===== src/rtl/jts_pkg.sv =====
// ----------------------------------------------------------------------------
// jts_pkg
// shared types, byte codes and helper functions for the json token scanner
// ----------------------------------------------------------------------------
package jts_pkg;

    // lexeme length limit and the width of a saturating length
    localparam int MAX_LEXEME = 64;
    localparam int LEN_W      = $clog2(MAX_LEXEME + 1);
    localparam logic [LEN_W-1:0] MAX_LEN = LEN_W'(MAX_LEXEME);

    // result queue sizing
    localparam int OUT_DEPTH = 4;
    localparam int OUT_PTR_W = $clog2(OUT_DEPTH);
    localparam int OUT_CNT_W = $clog2(OUT_DEPTH + 1);

    // stream widths
    localparam int IN_DATA_W  = 8;
    localparam int OUT_DATA_W = 16;

    // scanner mode
    typedef enum logic [2:0] {
        MODE_IDLE   = 3'd0,
        MODE_STRING = 3'd1,
        MODE_WORD   = 3'd2,
        MODE_NUMBER = 3'd3,
        MODE_SKIP   = 3'd4
    } t_mode;

    // token kinds
    typedef enum logic [3:0] {
        K_SPACE    = 4'd0,
        K_TAB      = 4'd1,
        K_NEWLINE  = 4'd2,
        K_STRING   = 4'd3,
        K_LBRACE   = 4'd4,
        K_RBRACE   = 4'd5,
        K_LBRACKET = 4'd6,
        K_RBRACKET = 4'd7,
        K_COLON    = 4'd8,
        K_COMMA    = 4'd9,
        K_FALSE    = 4'd10,
        K_TRUE     = 4'd11,
        K_NULL     = 4'd12,
        K_NUMBER   = 4'd13,
        K_ERROR    = 4'd14,
        K_END      = 4'd15
    } t_kind;

    // number phases
    localparam logic [2:0] NUM_INT   = 3'd0;
    localparam logic [2:0] NUM_POINT = 3'd1;
    localparam logic [2:0] NUM_FRAC  = 3'd2;
    localparam logic [2:0] NUM_EXP   = 3'd3;
    localparam logic [2:0] NUM_SIGN  = 3'd4;
    localparam logic [2:0] NUM_EXPD  = 3'd5;

    // literal selectors
    localparam logic [1:0] LIT_FALSE = 2'd0;
    localparam logic [1:0] LIT_TRUE  = 2'd1;
    localparam logic [1:0] LIT_NULL  = 2'd2;

    // byte codes
    localparam logic [7:0] CH_TAB      = 8'h09;
    localparam logic [7:0] CH_LF       = 8'h0A;
    localparam logic [7:0] CH_SPACE    = 8'h20;
    localparam logic [7:0] CH_QUOTE    = 8'h22;
    localparam logic [7:0] CH_PLUS     = 8'h2B;
    localparam logic [7:0] CH_COMMA    = 8'h2C;
    localparam logic [7:0] CH_MINUS    = 8'h2D;
    localparam logic [7:0] CH_DOT      = 8'h2E;
    localparam logic [7:0] CH_ZERO     = 8'h30;
    localparam logic [7:0] CH_NINE     = 8'h39;
    localparam logic [7:0] CH_COLON    = 8'h3A;
    localparam logic [7:0] CH_UP_E     = 8'h45;
    localparam logic [7:0] CH_UP_F     = 8'h46;
    localparam logic [7:0] CH_UP_N     = 8'h4E;
    localparam logic [7:0] CH_UP_T     = 8'h54;
    localparam logic [7:0] CH_LBRACKET = 8'h5B;
    localparam logic [7:0] CH_RBRACKET = 8'h5D;
    localparam logic [7:0] CH_LO_A     = 8'h61;
    localparam logic [7:0] CH_LO_E     = 8'h65;
    localparam logic [7:0] CH_LO_F     = 8'h66;
    localparam logic [7:0] CH_LO_L     = 8'h6C;
    localparam logic [7:0] CH_LO_N     = 8'h6E;
    localparam logic [7:0] CH_LO_R     = 8'h72;
    localparam logic [7:0] CH_LO_S     = 8'h73;
    localparam logic [7:0] CH_LO_T     = 8'h74;
    localparam logic [7:0] CH_LO_U     = 8'h75;
    localparam logic [7:0] CH_LBRACE   = 8'h7B;
    localparam logic [7:0] CH_RBRACE   = 8'h7D;
    localparam logic [7:0] CASE_BIT    = 8'h20;

    // scanner state
    typedef struct packed {
        t_mode            mode;
        logic [2:0]       sub;
        logic [1:0]       lit;
        logic             uc;
        logic [LEN_W-1:0] len;
    } t_scan_state;

    // one result token
    typedef struct packed {
        t_kind            kind;
        logic [LEN_W-1:0] len;
        logic             last;
    } t_token;

    function automatic logic is_digit(input logic [7:0] c);
        return (c >= CH_ZERO) && (c <= CH_NINE);
    endfunction

    function automatic logic [LEN_W-1:0] grow(input logic [LEN_W-1:0] len);
        return (len < MAX_LEN) ? LEN_W'(len + 1'b1) : len;
    endfunction

    // lower-case letter of a literal at a position
    function automatic logic [7:0] word_char(input logic [1:0] lk, input logic [2:0] idx);
        logic [7:0] c;
        case ({lk, idx})
            {LIT_FALSE, 3'd0}: c = CH_LO_F;
            {LIT_FALSE, 3'd1}: c = CH_LO_A;
            {LIT_FALSE, 3'd2}: c = CH_LO_L;
            {LIT_FALSE, 3'd3}: c = CH_LO_S;
            {LIT_FALSE, 3'd4}: c = CH_LO_E;
            {LIT_TRUE, 3'd0}:  c = CH_LO_T;
            {LIT_TRUE, 3'd1}:  c = CH_LO_R;
            {LIT_TRUE, 3'd2}:  c = CH_LO_U;
            {LIT_TRUE, 3'd3}:  c = CH_LO_E;
            {LIT_NULL, 3'd0}:  c = CH_LO_N;
            {LIT_NULL, 3'd1}:  c = CH_LO_U;
            {LIT_NULL, 3'd2}:  c = CH_LO_L;
            {LIT_NULL, 3'd3}:  c = CH_LO_L;
            default:           c = 8'h00;
        endcase
        return c;
    endfunction

    function automatic logic [2:0] word_len(input logic [1:0] lk);
        return (lk == LIT_FALSE) ? 3'd5 : 3'd4;
    endfunction

endpackage


===== src/rtl/jts_step.sv =====
// ----------------------------------------------------------------------------
// jts_step
// one scanning step: next scanner state and up to two tokens for one beat
// ----------------------------------------------------------------------------
module jts_step (
    input  jts_pkg::t_scan_state i_state,
    input  logic [7:0]           i_ch,
    input  logic                 i_end_of_input,
    output jts_pkg::t_scan_state o_next,
    output logic [1:0]           o_count,
    output jts_pkg::t_token      o_tok0,
    output jts_pkg::t_token      o_tok1
);
    import jts_pkg::*;

    // byte classes
    logic       c_lf;
    logic       c_digit;
    logic       c_single;
    logic       c_letter;
    logic       c_word_delim;
    logic       c_num_delim;
    logic       c_str_break;
    t_kind      c_single_kind;

    // word decode
    logic [1:0] w_lk;
    logic [7:0] w_want;
    logic       w_in;
    logic       w_match;
    t_kind      w_kind;

    // number decode
    logic       n_adv;
    logic [2:0] n_sub;
    logic       n_fin;

    // idle-mode handling of a byte, used directly and after a delimiter
    function automatic t_scan_state start_next(input t_scan_state s, input logic [7:0] c);
        t_scan_state r;
        r      = s;
        r.mode = MODE_IDLE;
        r.sub  = 3'd0;
        r.len  = LEN_W'(1);
        if (c == CH_QUOTE) begin
            r.mode = MODE_STRING;
        end else if (c == CH_LO_F || c == CH_UP_F || c == CH_LO_T || c == CH_UP_T ||
                     c == CH_LO_N || c == CH_UP_N) begin
            r.lit  = (c == CH_LO_F || c == CH_UP_F) ? LIT_FALSE :
                     ((c == CH_LO_T || c == CH_UP_T) ? LIT_TRUE : LIT_NULL);
            r.uc   = (c < CH_LO_A);
            r.sub  = 3'd1;
            r.mode = MODE_WORD;
        end else if (is_digit(c)) begin
            r.mode = MODE_NUMBER;
        end else if (!c_single) begin
            r.mode = MODE_SKIP;
        end
        return r;
    endfunction

    // byte classification
    always_comb begin
        c_lf         = (i_ch == CH_LF);
        c_digit      = is_digit(i_ch);
        c_letter     = (i_ch == CH_LO_F || i_ch == CH_UP_F || i_ch == CH_LO_T ||
                        i_ch == CH_UP_T || i_ch == CH_LO_N || i_ch == CH_UP_N);
        c_word_delim = (i_ch == CH_SPACE || i_ch == CH_TAB || c_lf ||
                        i_ch == CH_COMMA || i_ch == CH_COLON);
        c_num_delim  = (i_ch == CH_SPACE || i_ch == CH_TAB || c_lf || i_ch == CH_COMMA);
        c_str_break  = (i_ch == CH_COMMA || c_lf || i_ch == CH_COLON);
        c_single     = 1'b1;
        case (i_ch)
            CH_SPACE:    c_single_kind = K_SPACE;
            CH_TAB:      c_single_kind = K_TAB;
            CH_LF:       c_single_kind = K_NEWLINE;
            CH_LBRACE:   c_single_kind = K_LBRACE;
            CH_RBRACE:   c_single_kind = K_RBRACE;
            CH_LBRACKET: c_single_kind = K_LBRACKET;
            CH_RBRACKET: c_single_kind = K_RBRACKET;
            CH_COLON:    c_single_kind = K_COLON;
            CH_COMMA:    c_single_kind = K_COMMA;
            default: begin
                c_single_kind = K_ERROR;
                c_single      = 1'b0;
            end
        endcase
    end

    // word and number decode of the pending token
    always_comb begin
        w_lk    = (i_state.lit > LIT_NULL) ? LIT_NULL : i_state.lit;
        w_want  = word_char(w_lk, i_state.sub) ^ (i_state.uc ? CASE_BIT : 8'h00);
        w_in    = (i_state.sub < word_len(w_lk));
        w_match = (i_ch == w_want);
        case (w_lk)
            LIT_FALSE: w_kind = K_FALSE;
            LIT_TRUE:  w_kind = K_TRUE;
            default:   w_kind = K_NULL;
        endcase

        n_adv = 1'b1;
        n_sub = i_state.sub;
        n_fin = 1'b0;
        if ((i_state.sub == NUM_INT || i_state.sub == NUM_FRAC ||
             i_state.sub == NUM_EXPD) && c_digit) begin
            n_sub = i_state.sub;
        end else if (i_state.sub == NUM_INT && i_ch == CH_DOT) begin
            n_sub = NUM_POINT;
        end else if ((i_state.sub == NUM_INT || i_state.sub == NUM_FRAC) &&
                     (i_ch == CH_LO_E || i_ch == CH_UP_E)) begin
            n_sub = NUM_EXP;
        end else if (i_state.sub == NUM_POINT && c_digit) begin
            n_sub = NUM_FRAC;
        end else if (i_state.sub == NUM_EXP && (i_ch == CH_PLUS || i_ch == CH_MINUS)) begin
            n_sub = NUM_SIGN;
        end else if ((i_state.sub == NUM_EXP || i_state.sub == NUM_SIGN) && c_digit) begin
            n_sub = NUM_EXPD;
        end else begin
            n_adv = 1'b0;
            n_fin = (i_state.sub == NUM_INT || i_state.sub == NUM_FRAC ||
                     i_state.sub == NUM_EXPD) && c_num_delim;
        end
    end

    // next state
    always_comb begin
        o_next = i_state;
        if (i_end_of_input) begin
            o_next.mode = MODE_IDLE;
            o_next.sub  = 3'd0;
            o_next.lit  = LIT_FALSE;
            o_next.uc   = 1'b0;
            o_next.len  = '0;
        end else begin
            case (i_state.mode)
                MODE_STRING: begin
                    o_next.len = grow(i_state.len);
                    if (i_ch == CH_QUOTE) begin
                        o_next.mode = MODE_IDLE;
                    end else if (c_str_break) begin
                        o_next.mode = c_lf ? MODE_IDLE : MODE_SKIP;
                    end
                end
                MODE_WORD: begin
                    if (w_in && w_match) begin
                        o_next.sub = i_state.sub + 3'd1;
                        o_next.len = grow(i_state.len);
                    end else if (!w_in && c_word_delim) begin
                        o_next = start_next(i_state, i_ch);
                    end else begin
                        o_next.mode = c_lf ? MODE_IDLE : MODE_SKIP;
                    end
                end
                MODE_NUMBER: begin
                    if (n_adv) begin
                        o_next.sub = n_sub;
                        o_next.len = grow(i_state.len);
                    end else if (n_fin) begin
                        o_next = start_next(i_state, i_ch);
                    end else begin
                        o_next.mode = c_lf ? MODE_IDLE : MODE_SKIP;
                    end
                end
                MODE_SKIP: begin
                    if (c_lf) begin
                        o_next.mode = MODE_IDLE;
                    end
                end
                default: begin
                    o_next = start_next(i_state, i_ch);
                end
            endcase
        end
    end

    // result tokens
    always_comb begin
        o_count     = 2'd0;
        o_tok0.kind = K_ERROR;
        o_tok0.len  = '0;
        o_tok1.kind = K_NEWLINE;
        o_tok1.len  = LEN_W'(1);
        if (i_end_of_input) begin
            if (i_state.mode == MODE_STRING || i_state.mode == MODE_WORD ||
                i_state.mode == MODE_NUMBER) begin
                o_count     = 2'd2;
                o_tok1.kind = K_END;
                o_tok1.len  = '0;
            end else begin
                o_count     = 2'd1;
                o_tok0.kind = K_END;
            end
        end else begin
            case (i_state.mode)
                MODE_STRING: begin
                    if (i_ch == CH_QUOTE) begin
                        o_count     = 2'd1;
                        o_tok0.kind = K_STRING;
                        o_tok0.len  = grow(i_state.len);
                    end else if (c_str_break) begin
                        o_count = c_lf ? 2'd2 : 2'd1;
                    end
                end
                MODE_WORD: begin
                    if (w_in && w_match) begin
                        o_count = 2'd0;
                    end else if (!w_in && c_word_delim) begin
                        // delimiters are always single-byte tokens
                        o_count     = 2'd2;
                        o_tok0.kind = w_kind;
                        o_tok0.len  = i_state.len;
                        o_tok1.kind = c_single_kind;
                    end else begin
                        o_count = c_lf ? 2'd2 : 2'd1;
                    end
                end
                MODE_NUMBER: begin
                    if (n_adv) begin
                        o_count = 2'd0;
                    end else if (n_fin) begin
                        o_count     = 2'd2;
                        o_tok0.kind = K_NUMBER;
                        o_tok0.len  = i_state.len;
                        o_tok1.kind = c_single_kind;
                    end else begin
                        o_count = c_lf ? 2'd2 : 2'd1;
                    end
                end
                MODE_SKIP: begin
                    if (c_lf) begin
                        o_count     = 2'd1;
                        o_tok0.kind = K_NEWLINE;
                        o_tok0.len  = LEN_W'(1);
                    end
                end
                default: begin
                    // strings, words and numbers open silently
                    if (c_single) begin
                        o_count     = 2'd1;
                        o_tok0.kind = c_single_kind;
                        o_tok0.len  = LEN_W'(1);
                    end else if (!(i_ch == CH_QUOTE || c_letter || c_digit)) begin
                        o_count = 2'd1;
                    end
                end
            endcase
        end
        o_tok0.last = (o_count == 2'd1);
        o_tok1.last = 1'b1;
    end

endmodule


===== src/rtl/jts_out_fifo.sv =====
// ----------------------------------------------------------------------------
// jts_out_fifo
// small token queue that takes up to two tokens and gives one per cycle while the reader is ready
// ----------------------------------------------------------------------------
module jts_out_fifo (
    input  logic            i_clk,
    input  logic            i_rst_n,
    input  logic [1:0]      i_push_count,
    input  jts_pkg::t_token i_tok0,
    input  jts_pkg::t_token i_tok1,
    input  logic            i_ready,
    output logic            o_valid,
    output jts_pkg::t_token o_tok,
    output logic            o_room
);
    import jts_pkg::*;

    t_token               r_mem [OUT_DEPTH];
    logic [OUT_PTR_W-1:0] r_wr;
    logic [OUT_PTR_W-1:0] r_rd;
    logic [OUT_CNT_W-1:0] r_count;
    logic [OUT_PTR_W-1:0] n_wr;
    logic [OUT_PTR_W-1:0] n_rd;
    logic [OUT_CNT_W-1:0] n_count;
    logic                 pop;

    // status and read side
    assign o_valid = (r_count != '0);
    assign o_tok   = r_mem[r_rd];
    assign o_room  = (r_count <= OUT_CNT_W'(OUT_DEPTH - 2));
    assign pop     = o_valid && i_ready;

    // pointer and level update
    always_comb begin
        n_wr    = r_wr + OUT_PTR_W'(i_push_count);
        n_rd    = r_rd + OUT_PTR_W'(pop);
        n_count = r_count + OUT_CNT_W'(i_push_count) - OUT_CNT_W'(pop);
    end

    // token storage
    always_ff @(posedge i_clk) begin
        if (i_push_count != 2'd0) begin
            r_mem[r_wr] <= i_tok0;
        end
        if (i_push_count == 2'd2) begin
            r_mem[r_wr + OUT_PTR_W'(1)] <= i_tok1;
        end
    end

    // control registers
    always_ff @(posedge i_clk) begin
        if (!i_rst_n) begin
            r_wr    <= '0;
            r_rd    <= '0;
            r_count <= '0;
        end else begin
            r_wr    <= n_wr;
            r_rd    <= n_rd;
            r_count <= n_count;
        end
    end

endmodule


===== src/rtl/json_token_scanner_core.sv =====
// ----------------------------------------------------------------------------
// json_token_scanner_core
// json lexer: one source byte per beat in, tokens with kind and length out
// ----------------------------------------------------------------------------
// output: tokens of a beat are registered in the token queue and reach m_axis after any tokens queued before them
// throughput: one byte per cycle while the token queue has room; a beat that
//   yields two tokens leaves the queue one token at a time, and s_axis_tready
//   stays high while the 4-entry token queue has room for two tokens
// reset: synchronous, active low; scanner returns to idle, queue empties
// ----------------------------------------------------------------------------
module json_token_scanner_core (
    input  logic                           i_clk,
    input  logic                           i_rst_n,
    input  logic                           s_axis_tvalid,
    output logic                           s_axis_tready,
    input  logic [jts_pkg::IN_DATA_W-1:0]  s_axis_tdata,   // [7:0] ch
    input  logic                           s_axis_tuser,   // [0] end_of_input
    output logic                           m_axis_tvalid,
    input  logic                           m_axis_tready,
    output logic [jts_pkg::OUT_DATA_W-1:0] m_axis_tdata,   // [3:0] token_kind,
                                                           // [10:4] lexeme_length
    output logic                           m_axis_tlast    // last
);
    import jts_pkg::*;

    t_scan_state r_state;
    t_scan_state n_state;
    t_scan_state step_next;
    t_token      tok0;
    t_token      tok1;
    t_token      out_tok;
    logic [1:0]  step_count;
    logic [1:0]  push_count;
    logic        in_beat;
    logic        room;

    assign in_beat       = s_axis_tvalid && s_axis_tready;
    assign s_axis_tready = room;

    // scanning step on the incoming beat
    jts_step u_step (
        .i_state        (r_state),
        .i_ch           (s_axis_tdata),
        .i_end_of_input (s_axis_tuser),
        .o_next         (step_next),
        .o_count        (step_count),
        .o_tok0         (tok0),
        .o_tok1         (tok1)
    );

    assign push_count = in_beat ? step_count : 2'd0;
    assign n_state    = in_beat ? step_next : r_state;

    // scanner state register
    always_ff @(posedge i_clk) begin
        if (!i_rst_n) begin
            r_state.mode <= MODE_IDLE;
            r_state.sub  <= 3'd0;
            r_state.lit  <= LIT_FALSE;
            r_state.uc   <= 1'b0;
            r_state.len  <= '0;
        end else begin
            r_state <= n_state;
        end
    end

    // token queue toward the output
    jts_out_fifo u_out_fifo (
        .i_clk        (i_clk),
        .i_rst_n      (i_rst_n),
        .i_push_count (push_count),
        .i_tok0       (tok0),
        .i_tok1       (tok1),
        .i_ready      (m_axis_tready),
        .o_valid      (m_axis_tvalid),
        .o_tok        (out_tok),
        .o_room       (room)
    );

    assign m_axis_tdata = {(OUT_DATA_W - 4 - LEN_W)'(0), out_tok.len, out_tok.kind};
    assign m_axis_tlast = out_tok.last;

    // pending lexeme length never passes the limit
    a_len_limit: assert property (@(posedge i_clk) disable iff (!i_rst_n)
        r_state.len <= MAX_LEN)
        else $error("lexeme length above limit");

    // end of input always brings the scanner back to idle with no pending bytes
    a_end_idle: assert property (@(posedge i_clk) disable iff (!i_rst_n)
        (in_beat && s_axis_tuser) |=> (r_state.mode == MODE_IDLE && r_state.len == '0))
        else $error("scanner not idle after end of input");

    // dropping continues until a newline arrives
    a_skip_hold: assert property (@(posedge i_clk) disable iff (!i_rst_n)
        (in_beat && !s_axis_tuser && r_state.mode == MODE_SKIP && s_axis_tdata != CH_LF)
        |=> (r_state.mode == MODE_SKIP))
        else $error("skip mode left without newline");

    // an empty output side never blocks the input
    a_empty_ready: assert property (@(posedge i_clk) disable iff (!i_rst_n)
        !m_axis_tvalid |-> s_axis_tready)
        else $error("input stalled with empty token queue");

endmodule

===== config.mk =====
export PLATFORM = sky130hd
export DESIGN_NAME = json_token_scanner_core
export DESIGN_NICKNAME = d
export VERILOG_FILES = /design/src/rtl/jts_pkg.sv /design/src/rtl/jts_step.sv /design/src/rtl/jts_out_fifo.sv /design/src/rtl/json_token_scanner_core.sv
export SDC_FILE = /design/constraint.sdc
export NUM_CORES = 1
export LEC_CHECK = 0
export ABC_AREA = 0
export BUFFER_PORTS_ARGS = -buffer_cell sky130_fd_sc_hd__buf_2
export CAP_MARGIN = 20
export CORE_MARGIN = 2
export CORE_UTILIZATION = 55
export DETAILED_ROUTE_END_ITERATION = 16
export PLACE_DENSITY = 0.8
export RECOVER_POWER = 25
export SYNTH_ARGS = -nofsm -noshare
export SYNTH_HDL_FRONTEND = slang
export SYNTH_SLANG_ARGS = --single-unit

===== constraint.sdc =====
create_clock -name i_clk -period 7.4 [get_ports i_clk]
set_input_delay 1.48 -clock i_clk [delete_from_list [all_inputs] [get_ports i_clk]]
set_output_delay 1.48 -clock i_clk [all_outputs]
set_load 0.03 [all_outputs]

==> flow_summary.ini, run 1 <==
[sta]
rsz0062_at_grt = false
fmax_mhz = 228
tightest_slew_ps = 893
finClkSkew_ps = 12.4
maxSlewHeadroom_pct = 38.9
drv_slew = 0
period_needed_ps = 4380
hold_violations = 0
finalSetupViolCount = 0
period_share_pct = 59.2
setup_tns_ps = 0

[final_layout]
drive_above_1_share_pct = 13.0
design_area_um2 = 5500
syn_to_final_growth_pct = 4.39
num-nets-final = 628
antennaDiodeCount = 0
post-route-util_pct = 59.3

[critical_path]
cp.arrival_ps = 4410
r2r-start = r_state[10]
r2r_cells = 12
slowest_delay_ps = 560
criticalPathCategory = in2reg
cp_cell_sequence = clkbuf_1, and3b_1, o2111ai_2, a21oi_1, o32ai_1, o31ai_1, o2bb2ai_2, o21ai_2, nand2_1
slowest_stage = o21ai_2
critPathLaunchType = input port
cp_max_fo = 16
cp_top_family = compound AO/OA/AOI/OAI gates
critical_path_buf_inv_count = 1
path_depth = 9
timing.rr.end = u_out_fifo.r_count[2]
crit_required_ps = 7430
cp-end-kind = flip-flop
rrSetupSlack_ps = 3590

[routing]
drt.antenna.violating_nets = 0
viasPerCell = 6.36
wl_um = 13500
drt-initial-drc-count = 602
wl_per_cell_um = 18.4
drc = 0
vias = 4673
drt_pass1_iterations = 7

[logic_synthesis]
synth-edff-count = 20
yosysTopAreaCellShare_pct = 19.4
ys_ff_latch = 71
synth_top_cell_by_area = dfxtp_1
yosys_warnings = 0
synth_area_per_cell_um2 = 8.75
syn_inst = 602
synth_seq_area_share_pct = 30.8
synth_cell_type_count = 92
synth_ff_type = dfxtp_1
async_flop_share_pct = 0
synth.area.top_cells = dfxtp_1, edfxtp_1, nand2_1
synth_area_um2 = 5270

[power]
total_power_uw = 1070
power_density_nw_per_um2 = 194
peakVddDrop_v = 0.0000901
leakage_uw = 0.00204

[grt]
antenna_found_initial = 0
grt_pass1_vias = 4488
grt_pass1_wl_um = 22100
grt_use_total_pct = 27.1
grt_max_degree = 26
overflow = 0

[clock_network]
post-cts-setup-buffers = 0
clk-insertion-delay-late_ps = 360
cts_buffer_depth = 2
post_cts_resized = 0
cts_hold_buf = 0
path_clk_slew_ps = 80
cts_inserted_buffers = 9
cts_sinks = 71
root_buffer = clkbuf_8
cts_tree = yes
cts_max_level = 3

[placed_design]
portBuffers = 26
dpl_cell_area_um2 = 5350
gp_congestion = 1.04
dp.final_hpwl_um = 9960

[run]
max_cap_viol_count = 0

[floorplanning]
dieArea_um2 = 10400
num_rows = 35
die_h_um = 102
ioPinCount = 32
die_w_um = 102
fp.coreArea_um2 = 9280
start_util_pct = 56.8

[status]
outcome = completed

[worst_hold_path]
min_to = u_out_fifo.r_mem[1][3]
hold_start = u_out_fifo.r_mem[1][3]
hold_depth = 2
hp-class = reg2reg
[routing by layer]
metal | GRT usage (%) | routed length [um]
met5 | 0 | 0
met4 | 12.6 | 591
met3 | 4.86 | 989
met2 | 43.4 | 6220
met1 | 35.6 | 5730
[how the worst max path moves through the flow]
stage / slack [ps] / to / from
after detailed placement: 2890 / u_out_fifo.r_count[2] / s_axis_tdata[5]
after CTS: 3240 / u_out_fifo.r_count[2] / s_axis_tdata[5]
after floorplan: 3260 / u_out_fifo.r_count[2] / s_axis_tdata[3]
after global routing: 2810 / u_out_fifo.r_count[2] / s_axis_tdata[2]
final: 3020 / u_out_fifo.r_mem[1][11] / s_axis_tdata[2]
after global placement: 2970 / u_out_fifo.r_count[2] / s_axis_tdata[3]
[Yosys cell counts (all sizes together), types with 3 or more instances]
cell	n
nand2	93
dfxtp	51
nor2	34
mux2i	32
buf	29
o21ai	26
a21oi	25
edfxtp	20
o22ai	20
inv	19
and2	16
clkbuf	15
ha	13
nor2b	13
nor3	13
a31oi	12
mux4	12
nand2b	11
xnor2	11
nand3	10
nand4	7
a21boi	6
a21o	6
nor3b	6
and3	5
nor4	5
o31a	5
o31ai	5
or2	5
or3	5
xor2	5
a22o	4
nand3b	4
o32ai	4
a211o	3
a31o	3
and3b	3
and4	3
nand4b	3
o211ai	3
[power by group]
group          total, uW  switching, uW  leakage [uW]  internal, uW
Combinational        298            177       0.00133           120
Clock                297            169     0.0000974           128
Sequential           471           40.9      0.000613           430
Total               1070            387       0.00204           679
[cell families (layout without fill, tap and decap cells)]
kind of cell	Yosys count	after routing	synth area share, %
AO/OA/AOI/OAI	148	148	21.3
XOR/XNOR	16	16	2.66
adder cells (fa/ha/maj)	14	14	3.47
buffers and inverters	63	63	6.03
flip-flops	71	71	30.8
multiplexers	46	46	11.6
other	1	5	0.0712
AND/OR/NAND/NOR	243	243	24.1
[cell type report]
cell class | instances | area, um^2
fill | 815 | 3780
multi-input combinational | 472 | 3330
sequential | 71 | 1620
tap | 129 | 161
timing repair buffer | 28 | 134
clock buffer | 9 | 124
inverter | 19 | 71.3
clock inverter | 7 | 58.8
[flip-flops by register name, summed over array words and instances, names as in the netlist]
register and cells:
u_out_fifo.r_wr 2, u_out_fifo.r_mem 48, u_out_fifo.r_rd 2, r_state 16, u_out_fifo.r_count 3
[metrics by stage]
step,setup WS [ps],cells,hold WS (ps)
CTS,3240,735,469
floorplan,3260,606,431
finish,3020,735,466
global route,2810,735,479
detailed placement,2890,719,455
global placement,2970,719,443
[cell usage in the layout, fill, tap and decap left out, types with 6 or more instances in the layout]
| cell | netlist | final |
|---|---|---|
| o21ai_0 | 15 | 18 |
| mux4_2 | 12 | 12 |
| mux2i_1 | 32 | 32 |
| nand2b_1 | 11 | 11 |
| nand3_1 | 10 | 10 |
| o22ai_1 | 20 | 20 |
| clkbuf_8 | 0 | 9 |
| clkbuf_1 | 15 | 9 |
| a31oi_1 | 12 | 12 |
| dfxtp_1 | 51 | 51 |
| a21oi_1 | 25 | 25 |
| xnor2_1 | 11 | 11 |
| buf_2 | 14 | 17 |
| nor3_1 | 12 | 12 |
| ha_1 | 13 | 13 |
| nor2_1 | 33 | 33 |
| nand2_1 | 93 | 93 |
| edfxtp_1 | 20 | 20 |
| inv_1 | 16 | 16 |
| nand4_1 | 7 | 7 |
| a21o_1 | 6 | 6 |
| o21ai_2 | 7 | 6 |
| and2_1 | 16 | 15 |
| nor2b_1 | 12 | 12 |
[worst min-delay path, stage by stage, from the launching register on]
cell,delay (ps)
dfxtp_1,310
nand2_1,50
mux2i_1,60
(Power assumes the default switching activity.)
==> run 2: changes to the inputs <==
- PLACE_DENSITY: 0.8 -> 0.83
- clock period: 7.4 -> 3.8 ns (I/O delays scaled with it)
==> run 2 against run 1 <==
Via count is 4.6% higher. Sequential share of layout area is 0.80 points lower. First-iteration DRC count is 2.0% higher. Non-clock buffer count is 21 higher. Setup slack worse by 2800 ps. Largest cell class unchanged. Largest power group unchanged. Highest routed layer unchanged.
==> flow_summary.ini, run 2 (synthesized netlist as in run 1, its figures left out) <==
[run]
max_cap_viol_count = 0

[final_layout]
antennaDiodeCount = 0
num-nets-final = 649
reg_top3 = u_out_fifo.r_mem (48), r_state (16), u_out_fifo.r_count (3)
multiInputGateArea_um2 = 3340
regMostFlops = u_out_fifo.r_mem
layout.cells.non_filler = 756
syn_to_final_growth_pct = 7.31
fillCellCount = 799
drive_above_1_share_pct = 15.2
final_common_cell = nand2_1
seqCellArea_um2 = 1620
mostFrequentLayoutCells = nand2_1, dfxtp_1, nor2_1, mux2i_1, a21oi_1
largest_reg_flops = 48

[clock_network]
cts_buffer_depth = 2
post-cts-setup-buffers = 0
clk-insertion-delay-late_ps = 360
cts_hold_buf = 0
cts_inserted_buffers = 9
cts_sinks = 71
path_clk_slew_ps = 80
post_cts_resized = 0
cts_max_level = 3
root_buffer = clkbuf_8
cts_tree = yes

[floorplanning]
ioPinCount = 32
die_w_um = 102
start_util_pct = 56.8
fp.coreArea_um2 = 9280
die_h_um = 102
dieArea_um2 = 10400
num_rows = 35

[power]
power_density_nw_per_um2 = 370
leakage_uw = 0.00211
peakVddDrop_v = 0.000224

[critical_path]
critical_path_buf_inv_count = 1
cp_cell_sequence = inv_1, ha_1, mux2_1, a211oi_2, xnor2_1, nand4bb_1, a211oi_4, a2bb2oi_2, a21oi_1, ha_1, fa_1, xnor2_1, and2_1
cp_max_fo = 6
cp.arrival_ps = 3850
criticalPathCategory = reg2reg
critPathLaunchType = flip-flop
slowest_stage = dfxtp_1
cp-end-kind = flip-flop
cp_top_family = compound AO/OA/AOI/OAI gates
slowest_delay_ps = 430
crit_required_ps = 4050

[routing]
drc = 0
drt-initial-drc-count = 614
wl_um = 13800
drt_pass1_iterations = 6
vias = 4890
drt.antenna.violating_nets = 0
viasPerCell = 6.47
wl_per_cell_um = 18.3

[grt]
grt_pass1_vias = 4568
grt_pass1_wl_um = 22700
grt_max_degree = 26
grt_use_total_pct = 27.7
overflow = 0
antenna_found_initial = 0

[placed_design]
pre_cts_ws_ps = 168
dp.final_hpwl_um = 10200
gp_congestion = 1.07
portBuffers = 26
dp_cells = 740

[sta]
drv_slew = 0
rsz0062_at_grt = false
finalSetupViolCount = 0
hold_violations = 0
fmax_mhz = 278
period_share_pct = 94.7
setup_slack_ps = 200
period_needed_ps = 3600
finClkSkew_ps = 14.1
maxSlewHeadroom_pct = 43.5
tightest_slew_ps = 826
setup_tns_ps = 0

[status]
outcome = completed

[worst_hold_path]
hp-class = reg2reg
## run 2: where the power goes
part	internal, uW	total [uW]	switching (uW)	leakage [uW]
Combinational	245	602	357	0.00140
Sequential	838	917	78.5	0.000613
Clock	250	575	326	0.0000931
## run 2: metal layers
metal	vias up	GRT usage [%]	part of all wire, %
met5	-	0	0
met4	0	11.0	3.8
met3	66	6.29	9.3
met2	306	45.7	47
met1	2264	35.3	40
li1	2254	-	-
## run 2: path summary, 6_finish.rpt
kind | startpoint | end | slack, ps | cells after the start
worst max register to register | r_state[11] | u_out_fifo.r_count[2] | 200 | 13
worst min register to register | u_out_fifo.r_mem[1][3] | u_out_fifo.r_mem[1][3] | 460 | 2
worst max-delay path | r_state[11] | u_out_fifo.r_count[2] | 200 | 13
worst min-delay path | u_out_fifo.r_mem[1][3] | u_out_fifo.r_mem[1][3] | 460 | 2
## run 2: worst register-to-register path, stage by stage (launching register included)
cell and delay [ps]:
dfxtp_1 430, inv_1 130, ha_1 310, mux2_1 340
a211oi_2 290, xnor2_1 120, nand4bb_1 260, a211oi_4 260
a2bb2oi_2 290, a21oi_1 150, ha_1 250, fa_1 390
xnor2_1 140, and2_1 150
## run 2: area by class of cell
type / count / share of cell area (%)
clock buffer: 9 / 2.19
clock inverter: 7 / 1.06
inverter: 19 / 1.26
multi-input combinational: 472 / 59.0
sequential: 71 / 28.7
tap: 129 / 2.85
timing repair buffer: 49 / 4.91
## run 2: stage by stage
| step | total power, uW | area (um^2) | hold WS, ps | utilization, % |
|---|---|---|---|---|
| finish | 2090 | 5660 | 463 | 60.9 |
| global route | 2190 | 5660 | 486 | 60.9 |
| CTS | 2110 | 5690 | 468 | 61.3 |
| detailed placement | 1540 | 5500 | 455 | 59.3 |
| global placement | 1520 | 5500 | 441 | 59.3 |
| floorplan | 1400 | 5290 | 431 | - |
==> run 3: changes to the inputs <==
- CORE_UTILIZATION: 55 -> 67
- PLACE_DENSITY: 0.83 -> 0.94
- clock period: 3.8 -> 4.4 ns (I/O delays scaled with it)
==> run 3 against run 2 <==
Critical path depth is the same. Sequential cell count is the same. Critical path type unchanged. Setup slack gained 320 ps. Sequential share of layout area grew 0.62 points. Clock power shrank 13%. Via count grew 2.1%. Final cell count shrank 5.2%. Worst hold slack gained 4.4 ps. Non-clock buffer count shrank 12.
==> flow_summary.ini, run 3 (synthesized netlist as in run 1, its figures left out) <==
[routing]
viasPerCell = 6.96
drc = 0
drt-initial-drc-count = 612
drt.antenna.violating_nets = 0
vias = 4993
wl_per_cell_um = 20.9
wl_um = 15000
drt_pass1_iterations = 8

[clock_network]
cts_sinks = 71
cts_hold_buf = 0
cts_max_level = 3
root_buffer = clkbuf_8
post-cts-setup-buffers = 0
cts_tree = yes
cts_inserted_buffers = 9
post_cts_resized = 0
cts_buffer_depth = 2
clk-insertion-delay-late_ps = 370
path_clk_slew_ps = 90

[critical_path]
timing.rr.end = u_out_fifo.r_count[2]
cp_top_family = compound AO/OA/AOI/OAI gates
r2r_cells = 13
criticalPathCategory = reg2reg
critical_path_buf_inv_count = 1
cp_cell_sequence = inv_1, ha_1, mux2_1, a211oi_1, xnor2_1, nand4bb_1, a211oi_4, a2bb2oi_2, a21oi_1, ha_1, fa_1, xnor2_1, and2_1
r2r-start = r_state[10]
cp_max_fo = 9
slowest_delay_ps = 530
cp-end-kind = flip-flop
slowest_stage = dfxtp_1
critPathLaunchType = flip-flop
crit_required_ps = 4650
rrSetupSlack_ps = 520
cp.arrival_ps = 4130

[sta]
setup_tns_ps = 0
finalSetupViolCount = 0
period_share_pct = 88.1
period_needed_ps = 3880
drv_slew = 0
hold_violations = 0
fmax_mhz = 258
finClkSkew_ps = 15.0
tightest_slew_ps = 769
rsz0062_at_grt = false
maxSlewHeadroom_pct = 48.7
timing.hold.ws_ps = 467

[final_layout]
regMostFlops = u_out_fifo.r_mem
largest_reg_flops = 48
fillCellCount = 579
antennaDiodeCount = 0
final_common_cell = nand2_1
mostFrequentLayoutCells = nand2_1, dfxtp_1, nor2_1, mux2i_1, a21oi_1
syn_to_final_growth_pct = 5.06
drive_above_1_share_pct = 13.7
reg_top3 = u_out_fifo.r_mem (48), r_state (16), u_out_fifo.r_count (3)
design_area_um2 = 5540
num-nets-final = 637

[floorplanning]
num_rows = 32
ioPinCount = 32
die_h_um = 92.7
start_util_pct = 68.6
dieArea_um2 = 8590
die_w_um = 92.7
fp.coreArea_um2 = 7690

[worst_hold_path]
min_to = u_out_fifo.r_mem[1][5]
hold_depth = 2
hp-class = reg2reg
hold_start = u_out_fifo.r_mem[1][5]

[grt]
antenna_found_initial = 0
grt_max_degree = 26
grt_pass1_vias = 4845
grt_pass1_wl_um = 24200
grt_use_total_pct = 35.7
overflow = 0

[power]
power_density_nw_per_um2 = 328
peakVddDrop_v = 0.000191
leakage_uw = 0.00206

[placed_design]
dp.final_hpwl_um = 11000
portBuffers = 26
gp_congestion = 1.00
dpl_cell_area_um2 = 5380

[run]
max_cap_viol_count = 0

[status]
outcome = completed
-- run 3: changes by cell type in the layout (fill, tap and decap cells not counted), sizes merged --
cell	delta
buf	-10
clkbuf	-2
clkinv	+1
clkinvlp	-1
-- run 3: how the worst max path moves through the flow --
| stage | start | depth (start not counted) | endpoint | slack [ps] |
|---|---|---|---|---|
| 3_5_place_dp | s_axis_tdata[5] | 12 | u_out_fifo.r_count[2] | 500 |
| 4_1_cts | r_state[10] | 13 | u_out_fifo.r_count[2] | 630 |
| 6_report | r_state[10] | 13 | u_out_fifo.r_count[2] | 520 |
| 2_1_floorplan | s_axis_tdata[3] | 12 | u_out_fifo.r_count[2] | 860 |
| 3_3_place_gp | s_axis_tdata[5] | 12 | u_out_fifo.r_count[2] | 600 |
| 5_1_grt | r_state[10] | 13 | u_out_fifo.r_count[2] | 300 |
-- run 3: layout make-up --
| class | count | area [um^2] | share of cell area (%) |
|---|---|---|---|
| tap | 102 | 128 | 2.31 |
| clock buffer | 9 | 124 | 2.24 |
| clock inverter | 7 | 61.3 | 1.11 |
| timing repair buffer | 37 | 195 | 3.53 |
| multi-input combinational | 472 | 3340 | 60.2 |
| sequential | 71 | 1620 | 29.3 |
| inverter | 19 | 71.3 | 1.29 |
-- run 3: worst reg2reg max path: stages, from the launching register on --
cell and delay (ps):
dfxtp_1 530, inv_1 170, ha_1 330, mux2_1 330, a211oi_1 320, xnor2_1 120
nand4bb_1 250, a211oi_4 360, a2bb2oi_2 310, a21oi_1 150, ha_1 240, fa_1 380
xnor2_1 130, and2_1 160
-- run 3: layer usage --
metal | routed length [um] | GRT usage, % | vias up
met4 | 697 | 18.0 | 0
met3 | 1240 | 6.59 | 75
met2 | 7350 | 61.7 | 335
met5 | 0 | 0 | -
li1 | - | - | 2220
met1 | 5670 | 42.6 | 2363
-- run 3: power breakdown --
part | leakage, uW | switching, uW | internal [uW]
clock | 0.0000971 | 285 | 217
sequential | 0.000613 | 71.9 | 724
combinational | 0.00135 | 313 | 208
-- run 3: stage by stage --
step	power [uW]	utilization, %	std cells	worst slack, ps
2_1_floorplan	1210	-	606	859
3_3_place_gp	1300	70.0	701	599
3_5_place_dp	1330	70.0	701	496
4_1_cts	1820	72.4	717	631
5_1_grt	1890	72.0	717	304
6_report	1820	72.0	717	525
